File: src/design/idr_pkg.sv
// Shared types and constants for the id remap block.
package idr_pkg;

    localparam int CTX_W        = 4;
    localparam int ID_W         = 16;
    localparam int POOL_W       = 8;
    localparam int CONTEXTS_DEF = 16;
    localparam int MAX_ID_DEF   = 255;
    localparam logic [POOL_W-1:0] CAP_RESET = 8'd255;

    typedef struct packed {
        logic [CTX_W-1:0] context_index;
        logic             present;
        logic [ID_W-1:0]  in_schema_id;
        logic             in_recycled;
    } in_word_t;

    typedef struct packed {
        logic            out_present;
        logic [ID_W-1:0] out_schema_id;
        logic            out_recycled;
    } out_word_t;

    typedef enum logic [2:0] {
        ST_CLEAR,
        ST_IDLE,
        ST_LOOKUP,
        ST_OWNER,
        ST_DECIDE,
        ST_LINK1,
        ST_LINK2,
        ST_FINISH
    } state_t;

    typedef struct packed {
        logic clear;
        logic capture;
        logic decide;
        logic link1;
        logic link2;
        logic load_out;
    } ctrl_cmd_t;

    typedef struct packed {
        logic clear_last;
        logic pass_in;
        logic out_free;
    } ctrl_sts_t;

endpackage

File: src/design/idr_ctrl.sv
// Sequencer for the id remap block: clearing pass, lookup, LRU relink, output.
module idr_ctrl
    import idr_pkg::*;
(
    input  logic      clk,
    input  logic      rst_n,
    input  logic      in_valid,
    output logic      in_stall,
    input  ctrl_sts_t sts,
    output ctrl_cmd_t cmd
);

    state_t state_reg;
    state_t state_next;

    always_ff @(posedge clk or negedge rst_n)
    begin
        if (!rst_n)
        begin
            state_reg <= ST_CLEAR;
        end
        else
        begin
            state_reg <= state_next;
        end
    end

    assign in_stall = (state_reg != ST_IDLE);

    always_comb
    begin
        state_next = state_reg;
        cmd        = '0;
        unique case (state_reg)
            ST_CLEAR:
            begin
                cmd.clear = 1'b1;
                if (sts.clear_last)
                begin
                    state_next = ST_IDLE;
                end
            end
            ST_IDLE:
            begin
                if (in_valid)
                begin
                    cmd.capture = 1'b1;
                    state_next  = sts.pass_in ? ST_FINISH : ST_LOOKUP;
                end
            end
            ST_LOOKUP:
            begin
                state_next = ST_OWNER;
            end
            ST_OWNER:
            begin
                state_next = ST_DECIDE;
            end
            ST_DECIDE:
            begin
                cmd.decide = 1'b1;
                state_next = ST_LINK1;
            end
            ST_LINK1:
            begin
                cmd.link1  = 1'b1;
                state_next = ST_LINK2;
            end
            ST_LINK2:
            begin
                cmd.link2  = 1'b1;
                state_next = ST_FINISH;
            end
            ST_FINISH:
            begin
                if (sts.out_free)
                begin
                    cmd.load_out = 1'b1;
                    state_next   = ST_IDLE;
                end
            end
            default:
            begin
                state_next = ST_IDLE;
            end
        endcase
    end

endmodule

File: config.mk
export PLATFORM = sky130hd
export DESIGN_NAME = idr_ctrl
export DESIGN_NICKNAME = d
export VERILOG_FILES = /design/src/design/idr_pkg.sv /design/src/design/idr_ctrl.sv
export SDC_FILE = /design/constraint.sdc
export NUM_CORES = 1
export LEC_CHECK = 0
export ABC_AREA = 1
export BUFFER_PORTS_ARGS = -buffer_cell sky130_fd_sc_hd__buf_2
export CAP_MARGIN = 20
export CORE_AREA = 2 2 39 41
export CTS_CLUSTER_DIAMETER = 100
export DETAILED_ROUTE_END_ITERATION = 16
export DIE_AREA = 0 0 41 43
export GPL_ROUTABILITY_DRIVEN = 0
export MAX_ROUTING_LAYER = met4
export PLACE_DENSITY_LB_ADDON = 0.08
export RECOVER_POWER = 50
export SLEW_MARGIN = 40
export SYNTH_ARGS = -nofsm -noshare
export SYNTH_HDL_FRONTEND = slang
export SYNTH_SLANG_ARGS = --single-unit
File: constraint.sdc
create_clock -name clk -period 1.05 [get_ports clk]
set_clock_uncertainty 0.1 [all_clocks]
set_input_delay 0.21 -clock clk [delete_from_list [all_inputs] [get_ports clk]]
set_output_delay 0.21 -clock clk [all_outputs]
set_load 0.1 [all_outputs]
* After elaboration in Yosys (flattened, before gate mapping)
Index checks and enable logic that the tools add are counted.
Word-level totals: register bits 3, input bits 6, output and inout bits 7, word-level logic and storage cells 27
Cells by class: equal/unequal tests 11, muxes and demuxes 13, reduce and logical (&&, ||, !) cells 2
Operator list (count):
- case mux 3 bit (8 select lines) | 1
- == test 3 bit (second input constant) | 4
- two-way mux 3 bit | 4
- two-way mux 1 bit | 8
- == test 3 x 2 -> 1 bit (second input constant) | 2
- inequality test 2 bit (second input constant) | 3
- == test 3 x 1 -> 1 bit (second input constant) | 1
- logical NOT 3 bit | 1
- inequality test 3 x 1 -> 1 bit (second input constant) | 1
- AND reduction 3 bit | 1

* Longest topological paths before layout
word-level depth 3, gate-level depth with buffers 7, gate-level depth less buffers 6

* Least setup slack after synthesis
No wires, ideal clock.
path type reg2out, start register state_reg[2], end output cmd[0] (netlist bit), data arrival time 2.587 ns, required time 0.740 ns, setup slack -1.847 ns, stages on the path, launching flop included 3, buffers on the path 0, cells stage by stage dfrtp_1 inv_2 nor3_1
RTL lines:
- from (decl) | RTL line idr_ctrl.sv:13 | state_t state_reg;
- from (signal assigned) | RTL line idr_ctrl.sv:24 | state_reg <= state_next;
- to (decl) | RTL line idr_ctrl.sv:10 | output ctrl_cmd_t cmd

* Worst setup path after layout
start register state_reg[1], end output in_stall
On the way: cells in the longest elaborated chain, start to end 1
RTL lines:
- inequality test 3 x 1 -> 1 bit | RTL line idr_ctrl.sv:28 | assign in_stall = (state_reg != ST_IDLE);
- to (decl) | RTL line idr_ctrl.sv:8 | output logic in_stall,
No other way between the ends.

==> results.txt <==
FF-to-FF Start -> state_reg[1]$_DFFE_PN0P_
Crit. End Element -> output pin
final-report max-slew violation count -> 0
Die H -> 43 um
layout cells sized above 1 -> 0.6812
DP Worst Slack -> -309.0 ps
worst rel slew slack -> 0.8373
period utilisation layout -> 1.487
clk buf depth -> 2
Max Fclk -> 640.4 MHz
Worst Path Arrival -> 1250 ps
Setup CP Type -> reg -> out
number of distinct library cells after synthesis -> 15
RSZ-0062 raised after global routing -> true
commonest non-fill, non-tap cell in the layout -> nand2_1
critical path endpoint -> in_stall
vias in the first global route -> 382
HPWL Detailed -> 696.3 um
port bufs -> 12
GRT Overall Usage -> 0.1436
grt ovf -> 0
final core utilization -> 0.5027
outcome -> finished with violations
final hold viol count -> 0
Synth Warn # -> 0
Sum Neg Setup Slack -> -3967 ps
H-tree depth -> 1
post-synth top area cell -> dfrtp_1
Sink Count -> 3
fin nets -> 76
num rows -> 14
failing checks -> setup timing
Die Span X -> 41 um
MaxCap Viol Count -> 0
multi-input logic area -> 240.2 um^2
post-synth top area share -> 0.2817
sequential share of the synthesized area -> 0.2817
DIE AREA -> 0.001763 mm^2
wirelength, routed -> 922 um
syn avg cell area -> 6.663 um^2
slowest stage delay, CP -> 490 ps
final antenna-violating net count -> 0
Num CTS Buffers -> 3
pin count of the biggest net entering global routing -> 7
DR WL/cell -> 10.85 um
Post-Syn Area -> 266.5 um^2
Critical Path RT -> 740 ps
commonest non-fill, non-tap cells in the layout -> 9 x nand2_1, 7 x buf_12, 7 x buf_4
worst setup path startpoint -> state_reg[1]$_DFFE_PN0P_
Ant. Diodes -> 0
Synth area leaders -> dfrtp_1 28%, nand2_1 15%, inv_1 7.0%
final worst path period need -> 1561 ps
DR DRC count -> 0
post-DR vias/cell -> 4.259
Worst-path clk slew -> 40 ps
RR Endpoint -> state_reg[2]$_DFFE_PN0P_
synthesis-stage register bit count -> 3
slowest CP cell -> dfrtp_2
first-pass GRT wire length -> 1683 um
initial antenna violation count -> 0
Worst setup SP type -> flip-flop
Largest register FFs -> 3
CTS tree -> done
PnR worst setup slack -> -511.4 ps
Cells after Synth -> 40
setup violators final -> 10
clk root buf -> clkbuf_4
CORE AREA -> 0.001384 mm^2
FILL cells -> 133
r2r setup slk -> -230 ps
Hold Path Class -> in -> async
clock insertion delay at the later pin of the skew report -> 230 ps
FF-to-FF path depth -> 7
CP max FO -> 6
Slew @ Worst Pin -> 244.1 ps
number of DRC violations after detailed-routing iteration 0 -> 3
FF+latch area -> 78.83 um^2
crit-path cells -> inv_4 -> nand3_4 -> buf_4 -> buf_12
starting density of the core -> 0.1926
Net Count, Synth -> 46
I/O pin count -> 13
drt first pass iters -> 3
DR vias -> 362
P&R area growth vs syn -> 161.0%
[worst max-delay path: cells and delay by family (launching register included)]
family | cells | cell delay (ps)
buffers and inverters | 3 | 420
DFF | 1 | 490
and+or+nand+nor | 1 | 90
[how the worst min path moves through the flow]
stage	startpoint	to	slack [ps]	cells past startpoint
2_1_floorplan	rst_n	state_reg[0]$_DFFE_PN0P_	-190	0
3_3_place_gp	rst_n	state_reg[0]$_DFFE_PN0P_	-90	1
5_1_grt	rst_n	state_reg[0]$_DFFE_PN0P_	240	2
6_report	rst_n	state_reg[2]$_DFFE_PN0P_	230	2
4_1_cts	rst_n	state_reg[2]$_DFFE_PN0P_	200	2
3_5_place_dp	rst_n	state_reg[0]$_DFFE_PN0P_	-90	1
[per-stage QoR]
| step | cell area [um^2] | hold WS [ps] | instances |
|---|---|---|---|
| 2_1_floorplan | 340.3 | -185.6 | 40 |
| 3_3_place_gp | 596.8 | -92.48 | 78 |
| 3_5_place_dp | 596.8 | -91.71 | 78 |
| 4_1_cts | 680.7 | 203.0 | 86 |
| 5_1_grt | 695.7 | 244.1 | 85 |
| 6_report | 695.7 | 226.9 | 85 |
[layer usage]
| metal | global-route usage | share of wire | vias up |
|---|---|---|---|
| met5 | - | 0 | - |
| met1 | 0.1726 | 0.38 | 166 |
| met3 | 0.04712 | 0.038 | 0 |
| met4 | 0.04000 | 0 | 0 |
| li1 | - | - | 187 |
| met2 | 0.2219 | 0.58 | 9 |
[cells in the mapped netlist]
| library cell | instances |
|---|---|
| inv_1 | 5 |
| a21oi_1 | 1 |
| nand4_1 | 3 |
| nand3_2 | 1 |
| inv_2 | 2 |
| nand3_1 | 1 |
| buf_6 | 1 |
| nand3_4 | 1 |
| o21ai_1 | 1 |
| nor2_1 | 4 |
| nand2_1 | 11 |
| nor3_1 | 3 |
| xor2_1 | 1 |
| nor2_2 | 2 |
| dfrtp_1 | 3 |
[layout make-up]
cell class | count | share of cell area
Clock buffer | 4 | 0.03777
Inverter | 7 | 0.05216
Multi-Input combinational cell | 29 | 0.3453
Sequential cell | 3 | 0.1133
Tap cell | 16 | 0.02878
Timing Repair Buffer | 26 | 0.4227
[timing repair]
item,4_1_cts,5_1_grt
gates resized for setup,7,9
buffers inserted,4,1
cloned,0,0
hold buffers,1,0
pin swaps,6,6
hold endpoints to repair,3,0
setup endpoints to repair,10,10
[cell families after synthesis]
| logic type | after synthesis | synth area share |
|---|---|---|
| AOI/OAI and AO/OA | 2 | 0.03752 |
| xor gates and xnor gates | 1 | 0.03287 |
| DFF | 3 | 0.2817 |
| and+or+nand+nor | 26 | 0.5070 |
| buffers and inverters | 8 | 0.1409 |
Power is left out: the tool's default activity adds up to more than one toggle a clock period on the data nets, which glitch-free logic cannot reach.
